**config.mk**
```make
export PLATFORM = sky130hd
export DESIGN_NAME = tiloc_seq
export DESIGN_NICKNAME = d
export VERILOG_FILES = /design/src/hw/rtl/tiloc_pkg.sv /design/src/hw/rtl/tiloc_seq.sv
export SDC_FILE = /design/constraint.sdc
export NUM_CORES = 1
export LEC_CHECK = 0
export BUFFER_PORTS_ARGS = -buffer_cell sky130_fd_sc_hd__buf_2
export CAP_MARGIN = 5
export CORE_ASPECT_RATIO = 1.2
export CORE_MARGIN = 2
export CORE_UTILIZATION = 42
export DETAILED_ROUTE_END_ITERATION = 8
export PLACE_DENSITY = 0.66
export SETUP_SLACK_MARGIN = 0.4
export SLEW_MARGIN = 5
export SYNTH_ARGS = -nofsm -noshare
export SYNTH_HDL_FRONTEND = slang
export SYNTH_SLANG_ARGS = --single-unit
```
**constraint.sdc**
```tcl
create_clock -name clk -period 5.55 [get_ports clk]
set_input_delay 0.555 -clock clk [delete_from_list [all_inputs] [get_ports clk]]
set_output_delay 0.555 -clock clk [all_outputs]
set_load 0.01 [all_outputs]
```
**src/hw/rtl/tiloc_pkg.sv**
```systemverilog
// ----------------------------------------------------------------------------
// tiloc_pkg
// shared constants and codes of the timed interval locator
// ----------------------------------------------------------------------------
package tiloc_pkg;

  localparam int DEF_TABLE_DEPTH = 1024;
  localparam int DEF_TIME_WIDTH  = 32;

  // width of the signed step offset of a seek item
  localparam int OFS_W = 12;

  typedef enum logic [1:0] {
    OP_WRITE  = 2'd0,
    OP_LOCATE = 2'd1,
    OP_SEEK   = 2'd2
  } op_t;

endpackage

```
**src/hw/rtl/tiloc_seq.sv**
```systemverilog
// ----------------------------------------------------------------------------
// tiloc_seq
// sequencer: table writes, forward scan, binary search and seek resolve
// ----------------------------------------------------------------------------
module tiloc_seq #(
  parameter int TABLE_DEPTH = tiloc_pkg::DEF_TABLE_DEPTH,
  parameter int TIME_WIDTH  = tiloc_pkg::DEF_TIME_WIDTH,
  parameter int IDX_W       = $clog2(tiloc_pkg::DEF_TABLE_DEPTH),
  parameter int CNT_W       = $clog2(tiloc_pkg::DEF_TABLE_DEPTH + 1)
) (
  input  logic                           clk,
  input  logic                           rst_n,
  input  logic                           start,
  output logic                           busy,
  input  logic [1:0]                     in_op,
  input  logic [IDX_W-1:0]               in_entry_index,
  input  logic [TIME_WIDTH-1:0]          in_entry_start,
  input  logic [TIME_WIDTH-1:0]          in_entry_end,
  input  logic [TIME_WIDTH-1:0]          in_query_time,
  input  logic                           in_seek_happened,
  input  logic signed [tiloc_pkg::OFS_W-1:0] in_step_offset,
  input  logic [CNT_W-1:0]               live_cnt,
  output logic                           ram_we,
  output logic [IDX_W-1:0]               ram_waddr,
  output logic [2*TIME_WIDTH-1:0]        ram_wdata,
  output logic                           ram_re,
  output logic [IDX_W-1:0]               ram_raddr,
  input  logic [2*TIME_WIDTH-1:0]        ram_rdata,
  output logic                           out_valid,
  output logic                           out_found,
  output logic [IDX_W-1:0]               out_hit_index,
  output logic [TIME_WIDTH-1:0]          out_target_time
);

  localparam int OFS_W = tiloc_pkg::OFS_W;
  localparam int TGT_W = ((IDX_W > OFS_W) ? IDX_W : OFS_W) + 2;

  typedef enum logic [7:0] {
    ST_IDLE    = 8'b0000_0001,
    ST_FIN     = 8'b0000_0010,
    ST_SCAN    = 8'b0000_0100,
    ST_BIN_RD  = 8'b0000_1000,
    ST_BIN     = 8'b0001_0000,
    ST_CHK     = 8'b0010_0000,
    ST_SEEK    = 8'b0100_0000,
    ST_SEEK_RD = 8'b1000_0000
  } state_t;

  state_t                  state_r, state_nxt;
  tiloc_pkg::op_t          op_r, op_nxt;
  logic [TIME_WIDTH-1:0]   t_r, t_nxt;
  logic                    seek_r, seek_nxt;
  logic signed [OFS_W-1:0] ofs_r, ofs_nxt;
  logic [TIME_WIDTH-1:0]   fin_r, fin_nxt;
  logic [IDX_W-1:0]        idx_r, idx_nxt;
  logic [IDX_W-1:0]        lo_r, lo_nxt;
  logic [IDX_W-1:0]        hi_r, hi_nxt;
  logic                    hit_r, hit_nxt;
  logic [IDX_W-1:0]        last_r, last_nxt;
  logic                    last_vld_r, last_vld_nxt;
  logic                    out_valid_r, out_valid_nxt;
  logic                    out_found_r, out_found_nxt;
  logic [IDX_W-1:0]        out_idx_r, out_idx_nxt;
  logic [TIME_WIDTH-1:0]   out_tgt_r, out_tgt_nxt;

  logic [TIME_WIDTH-1:0]   rd_start, rd_end;
  logic                    holds;
  logic [IDX_W-1:0]        last_addr;
  logic [IDX_W-1:0]        mid;
  logic [CNT_W-1:0]        scan_next;
  logic signed [TGT_W-1:0] tgt;
  logic                    done_loc, done_hit;
  logic [IDX_W-1:0]        done_idx;

  assign rd_start  = ram_rdata[2*TIME_WIDTH-1:TIME_WIDTH];
  assign rd_end    = ram_rdata[TIME_WIDTH-1:0];
  assign holds     = (t_r >= rd_start) && (t_r <= rd_end);
  assign last_addr = IDX_W'(live_cnt - CNT_W'(1));
  assign mid       = lo_r + ((hi_r - lo_r) >> 1);
  assign scan_next = CNT_W'(idx_r) + CNT_W'(1);
  assign tgt       = $signed(hit_r ? TGT_W'(idx_r) : {TGT_W{1'b1}}) + TGT_W'(ofs_r);

  always_comb begin
    state_nxt     = state_r;
    op_nxt        = op_r;
    t_nxt         = t_r;
    seek_nxt      = seek_r;
    ofs_nxt       = ofs_r;
    fin_nxt       = fin_r;
    idx_nxt       = idx_r;
    lo_nxt        = lo_r;
    hi_nxt        = hi_r;
    hit_nxt       = hit_r;
    last_nxt      = last_r;
    last_vld_nxt  = last_vld_r;
    out_valid_nxt = 1'b0;
    out_found_nxt = out_found_r;
    out_idx_nxt   = out_idx_r;
    out_tgt_nxt   = out_tgt_r;
    ram_we        = 1'b0;
    ram_waddr     = in_entry_index;
    ram_wdata     = {in_entry_start, in_entry_end};
    ram_re        = 1'b0;
    ram_raddr     = '0;
    done_loc      = 1'b0;
    done_hit      = 1'b0;
    done_idx      = '0;

    unique case (state_r)
      ST_IDLE: begin
        if (start) begin
          op_nxt   = tiloc_pkg::op_t'(in_op);
          t_nxt    = in_query_time;
          seek_nxt = in_seek_happened;
          ofs_nxt  = in_step_offset;
          if ((in_op == tiloc_pkg::OP_LOCATE || in_op == tiloc_pkg::OP_SEEK)
              && live_cnt != '0) begin
            ram_re    = 1'b1;
            ram_raddr = last_addr;
            state_nxt = ST_FIN;
          end else begin
            // writes, empty table and the unused code finish at once
            ram_we = (in_op == tiloc_pkg::OP_WRITE) &&
                     ({1'b0, in_entry_index} < (IDX_W+1)'(TABLE_DEPTH));
            out_valid_nxt = 1'b1;
            out_found_nxt = 1'b0;
            out_idx_nxt   = '0;
            out_tgt_nxt   = '0;
          end
        end
      end
      ST_FIN: begin
        fin_nxt = rd_end;
        if (t_r >= rd_end) begin
          done_loc = 1'b1;
          done_hit = 1'b1;
          done_idx = last_addr;
        end else if (op_r == tiloc_pkg::OP_LOCATE && last_vld_r && !seek_r) begin
          if (CNT_W'(last_r) < live_cnt) begin
            idx_nxt   = last_r;
            ram_re    = 1'b1;
            ram_raddr = last_r;
            state_nxt = ST_SCAN;
          end else begin
            done_loc = 1'b1;
          end
        end else begin
          lo_nxt    = '0;
          hi_nxt    = last_addr;
          state_nxt = ST_BIN_RD;
        end
      end
      ST_SCAN: begin
        if (holds) begin
          done_loc = 1'b1;
          done_hit = 1'b1;
          done_idx = idx_r;
        end else if (scan_next >= live_cnt) begin
          done_loc = 1'b1;
        end else begin
          idx_nxt   = IDX_W'(scan_next);
          ram_re    = 1'b1;
          ram_raddr = IDX_W'(scan_next);
        end
      end
      ST_BIN_RD: begin
        ram_re = 1'b1;
        if (lo_r < hi_r) begin
          ram_raddr = mid;
          idx_nxt   = mid;
          state_nxt = ST_BIN;
        end else begin
          ram_raddr = lo_r;
          state_nxt = ST_CHK;
        end
      end
      ST_BIN: begin
        if (holds) begin
          done_loc = 1'b1;
          done_hit = 1'b1;
          done_idx = idx_r;
        end else begin
          if (t_r > rd_end) begin
            lo_nxt = idx_r + IDX_W'(1);
          end else begin
            hi_nxt = idx_r;
          end
          state_nxt = ST_BIN_RD;
        end
      end
      ST_CHK: begin
        done_loc = 1'b1;
        done_hit = holds;
        done_idx = lo_r;
      end
      ST_SEEK: begin
        if (tgt >= $signed(TGT_W'(live_cnt))) begin
          out_valid_nxt = 1'b1;
          out_tgt_nxt   = fin_r;
          state_nxt     = ST_IDLE;
        end else if (tgt[TGT_W-1]) begin
          out_valid_nxt = 1'b1;
          out_tgt_nxt   = '0;
          state_nxt     = ST_IDLE;
        end else begin
          ram_re    = 1'b1;
          ram_raddr = IDX_W'(tgt);
          state_nxt = ST_SEEK_RD;
        end
      end
      ST_SEEK_RD: begin
        out_valid_nxt = 1'b1;
        out_tgt_nxt   = rd_start;
        state_nxt     = ST_IDLE;
      end
      default: begin
        state_nxt = ST_IDLE;
      end
    endcase

    if (done_loc) begin
      hit_nxt = done_hit;
      idx_nxt = done_hit ? done_idx : '0;
      out_found_nxt = done_hit;
      out_idx_nxt   = done_hit ? done_idx : '0;
      if (op_r == tiloc_pkg::OP_SEEK) begin
        state_nxt = ST_SEEK;
      end else begin
        out_valid_nxt = 1'b1;
        out_tgt_nxt   = '0;
        state_nxt     = ST_IDLE;
        if (done_hit) begin
          last_nxt     = done_idx;
          last_vld_nxt = 1'b1;
        end
      end
    end
  end

  always_ff @(posedge clk) begin
    if (!rst_n) begin
      state_r     <= ST_IDLE;
      last_vld_r  <= 1'b0;
      out_valid_r <= 1'b0;
    end else begin
      state_r     <= state_nxt;
      last_vld_r  <= last_vld_nxt;
      out_valid_r <= out_valid_nxt;
    end
  end

  always_ff @(posedge clk) begin
    op_r        <= op_nxt;
    t_r         <= t_nxt;
    seek_r      <= seek_nxt;
    ofs_r       <= ofs_nxt;
    fin_r       <= fin_nxt;
    idx_r       <= idx_nxt;
    lo_r        <= lo_nxt;
    hi_r        <= hi_nxt;
    hit_r       <= hit_nxt;
    last_r      <= last_nxt;
    out_found_r <= out_found_nxt;
    out_idx_r   <= out_idx_nxt;
    out_tgt_r   <= out_tgt_nxt;
  end

  assign busy            = (state_r != ST_IDLE);
  assign out_valid       = out_valid_r;
  assign out_found       = out_found_r;
  assign out_hit_index   = out_idx_r;
  assign out_target_time = out_tgt_r;

endmodule

```
# Word level (Yosys, flattened, before mapping)
# Cells that the tools add are included.
# totals
in_bits	199
regBits	173
out_inout_bits	131
# op_classes
mux	90
bitwise	1
reduce_logical	21
n_eq_ne	30
n_lt_le_gt_ge	8
n_addsub	6
# ops
cell	n
10-bit 2-to-1 mux	32
32-bit 2-to-1 mux	6
32-bit case mux with 3 select lines	1
8-bit 2-to-1 mux	9
32-bit >= comparator	2
10-bit case mux with 3 select lines	2
10-bit case mux with 5 select lines	1
8-bit case mux with 6 select lines	1
10-bit case mux with 2 select lines	2
32-bit greater-than comparator	1
32-bit less-or-equal comparator	1
1-bit 2-to-1 mux	29
3-bit inequality test (second input constant)	9
14-bit by 12-bit adder with 14-bit output	1
14-bit by 12-bit >= comparator with 1-bit output	1
14-bit 2-to-1 mux	1
2-bit inequality test (second input constant)	6
10-bit by 1-bit adder with 11-bit output (second input constant)	1
11-bit >= comparator	1
10-bit by 11-bit less-than comparator with 1-bit output	1
11-bit nonzero test	1
10-bit by 1-bit adder with 10-bit output (second input constant)	1
10-bit by 9-bit adder with 10-bit output	1
10-bit less-than comparator	1
other kinds (33)	44

# Logic depth before layout (Yosys ltp)
# depth
ltp_word	8
ltp_mapped	21
mapped_depth_nobuf	19

# Worst setup path before layout
# OpenSTA, ideal clock, no wires.
# synth_timing
kind	reg-to-output
start	register hit_r
end	output port ram_raddr[0]
stages_incl_launch_ff	16
arrival_time_ns	3.655
t_required_ns	4.995
setup_slack_ns	1.340
path_cell_list	edfxtp_1 -> clkbuf_1 -> nand2b_1 -> ha_1 -> a21o_1 -> or3_1 -> o21ai_0 -> xnor2_1 -> ha_1 -> o21a_1 -> o221a_2 -> nor3_1 -> o221ai_1 -> a21oi_1 -> clkbuf_1 -> a221o_1
# synth_via
elab_chain_cells	5
elab_cells_between_ends	6
# synth_lines
element	line	source
start, declared	tiloc_seq.sv:58	logic hit_r, hit_nxt;
start signal, assigned	tiloc_seq.sv:261	hit_r <= hit_nxt;
14-bit 2-to-1 mux (*)	tiloc_seq.sv:81	assign tgt = $signed(hit_r ? TGT_W'(idx_r) : {TGT_W{1'b1}}) + TGT_W'(ofs_r);
14-bit by 12-bit adder with 14-bit output (*)	tiloc_seq.sv:81	
14-bit by 12-bit >= comparator with 1-bit output or 10-bit 2-to-1 mux (tied branches)	tiloc_seq.sv:197, tiloc_seq.sv:201	
10-bit 2-to-1 mux (*)	tiloc_seq.sv:197	if (tgt >= $signed(TGT_W'(live_cnt))) begin
10-bit case mux with 5 select lines (*)	tiloc_seq.sv:109	unique case (state_r)
end, declared	tiloc_seq.sv:27	output logic [IDX_W-1:0] ram_raddr,
# Mark *: on every way between the ends. The rest lies on a longest branch, timed or not.

# Worst setup path in the final report
# layout_timing
start	register idx_r[1]
end	output port ram_raddr[3]
# layout_via
elab_chain_cells	5
elab_cells_between_ends	10
# layout_lines
element	line	source
start, declared	tiloc_seq.sv:55	logic [IDX_W-1:0] idx_r, idx_nxt;
start signal, assigned	tiloc_seq.sv:258	idx_r <= idx_nxt;
14-bit 2-to-1 mux or 10-bit by 1-bit adder with 11-bit output (tied branches)	tiloc_seq.sv:81, tiloc_seq.sv:80	
14-bit by 12-bit adder with 14-bit output or 11-bit >= comparator (tied branches)	tiloc_seq.sv:81, tiloc_seq.sv:158	
14-bit by 12-bit >= comparator with 1-bit output (tied with other cells)	tiloc_seq.sv:197	
10-bit 2-to-1 mux, on equally long branches	tiloc_seq.sv:197, tiloc_seq.sv:154	
10-bit case mux with 5 select lines (*)	tiloc_seq.sv:109	
# Marked as above.

==> flow_metrics.env <==
export IMPL_status="finished clean"
export IMPL_p_switching_w=0.001505
export IMPL_whs_ns=0.2850
export IMPL_rsz0062_at_grt="false"
export IMPL_ys_types=75
export IMPL_gr_max_usage_layer="met2"
export IMPL_avgSynthCellArea_um2=9.676
export IMPL_synth_top_area_share_pct=33.21
export IMPL_hold_path_class="input pin to flip-flop"
export IMPL_end_kind="primary output"
export IMPL_grt_max_degree=48
export IMPL_fmax_mhz=204.3
export IMPL_core_mm2=0.02783
export IMPL_routedWlPerCell_um=20.51
export IMPL_grtUsageMet2_pct=39.02
export IMPL_place_congestion=0.9259
export IMPL_async_flop_share_pct=0
export IMPL_yosysSeqAreaShare_pct=40.31
export IMPL_rows=67
export IMPL_p_comb_share_pct=33.1
export IMPL_yosys_top_cells_area="edfxtp_1 (33%), ha_1 (14%), dfxtp_1 (7.1%), buf_4 (4.7%), inv_1 (4.2%)"
export IMPL_yosys_top_cells_count="inv_1 (134), edfxtp_1 (131), ha_1 (130), nand2_1 (108), nor2_1 (93)"
export IMPL_pwr_share_clk_pct=28.5
export IMPL_clockBufferDepth=2
export IMPL_layout_drive_gt1_share_pct=19.23
export IMPL_wirelength_mm=35.54
export IMPL_drt_iter0_drc=884
export IMPL_netlist_area_mm2=0.01184
export IMPL_synth_edff_count=131
export IMPL_grt_util_all_layers_pct=23.91
export IMPL_max_stage_delay_ns=0.44
export IMPL_path_buf_inv=2
export IMPL_synth_most_common_cell="inv_1"
export IMPL_switching_share_pct=34.79
export IMPL_max_slew_worst_pin_slew_ns=1.053
export IMPL_pwr_share_seq_pct=38.4
export IMPL_cap_violations=0
export IMPL_crit_chain="nand2b_1 > ha_1 > a211oi_2 > o21ai_1 > nand3_1 > nand2_1 > a31oi_1 > xnor2_2 > ha_1 > or2_2 > o221a_2 > nor3_1 > o221ai_1 > a21oi_2 > buf_6 > a22o_1 > or3_1 > buf_2"
export IMPL_cp_top_family="compound AO/OA/AOI/OAI gates"
export IMPL_yosys_area_top_type="edfxtp_1"
export IMPL_fin_crit_sh_pct=88.20
export IMPL_synth_top_flop_cell="edfxtp_1"
export IMPL_cts_tree="built"
export IMPL_ant_nets=0
export IMPL_syn_num_nets=1556
export IMPL_crit_top_cell="ha_1"
export IMPL_root_buffer="clkbuf_16"
export IMPL_cts_made_buffers=17
export IMPL_syn2layout_area_growth_pct=12.52
export IMPL_worst_clock_skew_ns=0.01277
export IMPL_antenna_found_initial=9
export IMPL_fin_nets=1667
export IMPL_io_buffers=181
export IMPL_cts_sinks=173
export IMPL_die_x_um=157.3
export IMPL_power_internal_w=0.002821
export IMPL_relSlewSlack_pct=29.81
export IMPL_vdd_drop_max_v=0.0002300
export IMPL_dp_hpwl_mm=27.17
export IMPL_use_met1_pct=28.74
export IMPL_min_period_ns=4.895
export IMPL_drc=0
export IMPL_yosysWarningCount=0
export IMPL_power_density_mw_per_mm2=324.6
export IMPL_die_h_um=188.0
export IMPL_worstPathArrival_ns=4.34
export IMPL_path_clk_slew_ns=0.07
export IMPL_tns_ns=0
export IMPL_crit_type="flip-flop to primary output"
export IMPL_met3_usage_pct=5.916
export IMPL_power_leakage_nw=5.847
export IMPL_ys_seq_elements=173
export IMPL_hold_viol=0
export IMPL_drv_slew=0
export IMPL_synthCells=1224
export IMPL_vias=9889
export IMPL_crit_slowest_cell="edfxtp_1"
export IMPL_io_pins=330
export IMPL_grt_pass1_vias=9928
export IMPL_finalSetupViolCount=0
export IMPL_initial_core_util_pct=42.56
export IMPL_crit_required_ns=4.99
export IMPL_cts_htree_levels=4
export IMPL_drt_first_pass_iters=5
export IMPL_path_max_fanout=13
export IMPL_worstSkewPairLatency_ns=0.44
export IMPL_die_area_mm2=0.02956
export IMPL_grt_overflow=0
export IMPL_worst_setup_path_start_kind="flip-flop"
export IMPL_vias_per_cell=5.706
export IMPL_grt_pass1_wl_mm=54.12
state kept, by name, indices dropped and copies added (netlist names), 2 cells and up:
name,count
t_r,32
lo_r,10
fin_r,32
idx_r,10
ofs_r,12
out_hit_index,10
last_r,10
op_r,2
out_target_time,32
hi_r,10
state_r,8
layer usage:
layer	wire (um)	share of wire, %
met1	13840	39
met2	16780	47
met3	3192	9.0
met4	1720	4.8
met5	13	0.037
cell type report:
class / count / area [um^2]
Timing Repair Buffer: 204 / 1095
Clock buffer: 21 / 440.4
Fill cell: 2674 / 14510
Inverter: 134 / 503.0
Antenna cell: 7 / 17.52
Multi-Input combinational cell: 805 / 5882
Clock inverter: 10 / 140.1
Tap cell: 379 / 474.2
Sequential cell: 173 / 4775
placed cells by master, fill, tap and decap left out, types with 5 or more instances in the layout:
cell       count
edfxtp_1     131
a32oi_1       32
clkbuf_16     17
xnor2_1       25
a222oi_1      11
buf_2        181
a221oi_1      11
nor2b_1        6
xor2_1        11
nor3_1        21
inv_1        133
a21o_1        17
a22oi_1       12
and3_1         9
o21a_1        11
a21oi_1       46
o211a_1        5
dfxtp_1       42
nor2_1        93
o21ai_0       25
buf_4         21
o211ai_1      10
a211oi_1       6
a221o_1        7
diode_2        7
o22ai_1        9
and2_1         6
nand2_1      108
nand2b_1      19
o221ai_1       5
nor4_1         5
nand3_1       24
or3_1          7
o21ai_1        5
a31oi_1       36
o21bai_1       5
nand4_1       14
ha_1         130
final timing paths:
kind                       start                  end  slack, ns  depth (start not counted)
min reg2reg  out_target_time[28]  out_target_time[28]       0.47                          2
max                     idx_r[1]         ram_raddr[3]       0.65                         18
max reg2reg                hit_r   out_target_time[6]       1.15                         19
min            in_query_time[23]              t_r[23]       0.29                          1
power by group through the flow:
stage | Clock (W) | Combinational, W | Sequential (W)
global placement | 0 | 0.00138 | 0.00168
global route | 0.00129 | 0.00158 | 0.00167
floorplan | 0 | 0.000991 | 0.00167
CTS | 0.00124 | 0.00140 | 0.00166
finish | 0.00123 | 0.00143 | 0.00166
detailed placement | 0 | 0.00139 | 0.00169
kinds of logic after synthesis:
logic type / share of synthesized area (%)
AOI/OAI and AO/OA: 18.24
buffers and inverters: 10.43
xor gates and xnor gates: 2.736
muxes: 0.1796
and+or+nand+nor: 13.86
adders and majority gates: 14.24
DFF: 40.31
through the flow:
stage,power [W],utilization [%],std cells,worst slack [ns],area (um^2)
after floorplan,0.002661,-,1224,1.340,11840
final,0.004326,47.88,1733,0.6550,13330
after global placement,0.003061,45.49,1689,0.9301,12660
after CTS,0.004307,47.58,1720,0.4315,13240
after global routing,0.004545,47.86,1730,0.4038,13320
after detailed placement,0.003079,45.49,1689,0.9390,12660
timing repair:
item                       in CTS  in global routing
hold buffers                    0                  0
resized for setup               0                  7
setup endpoints to repair       0                 11
buffers inserted                0                  6
(Power assumes the default switching activity.)
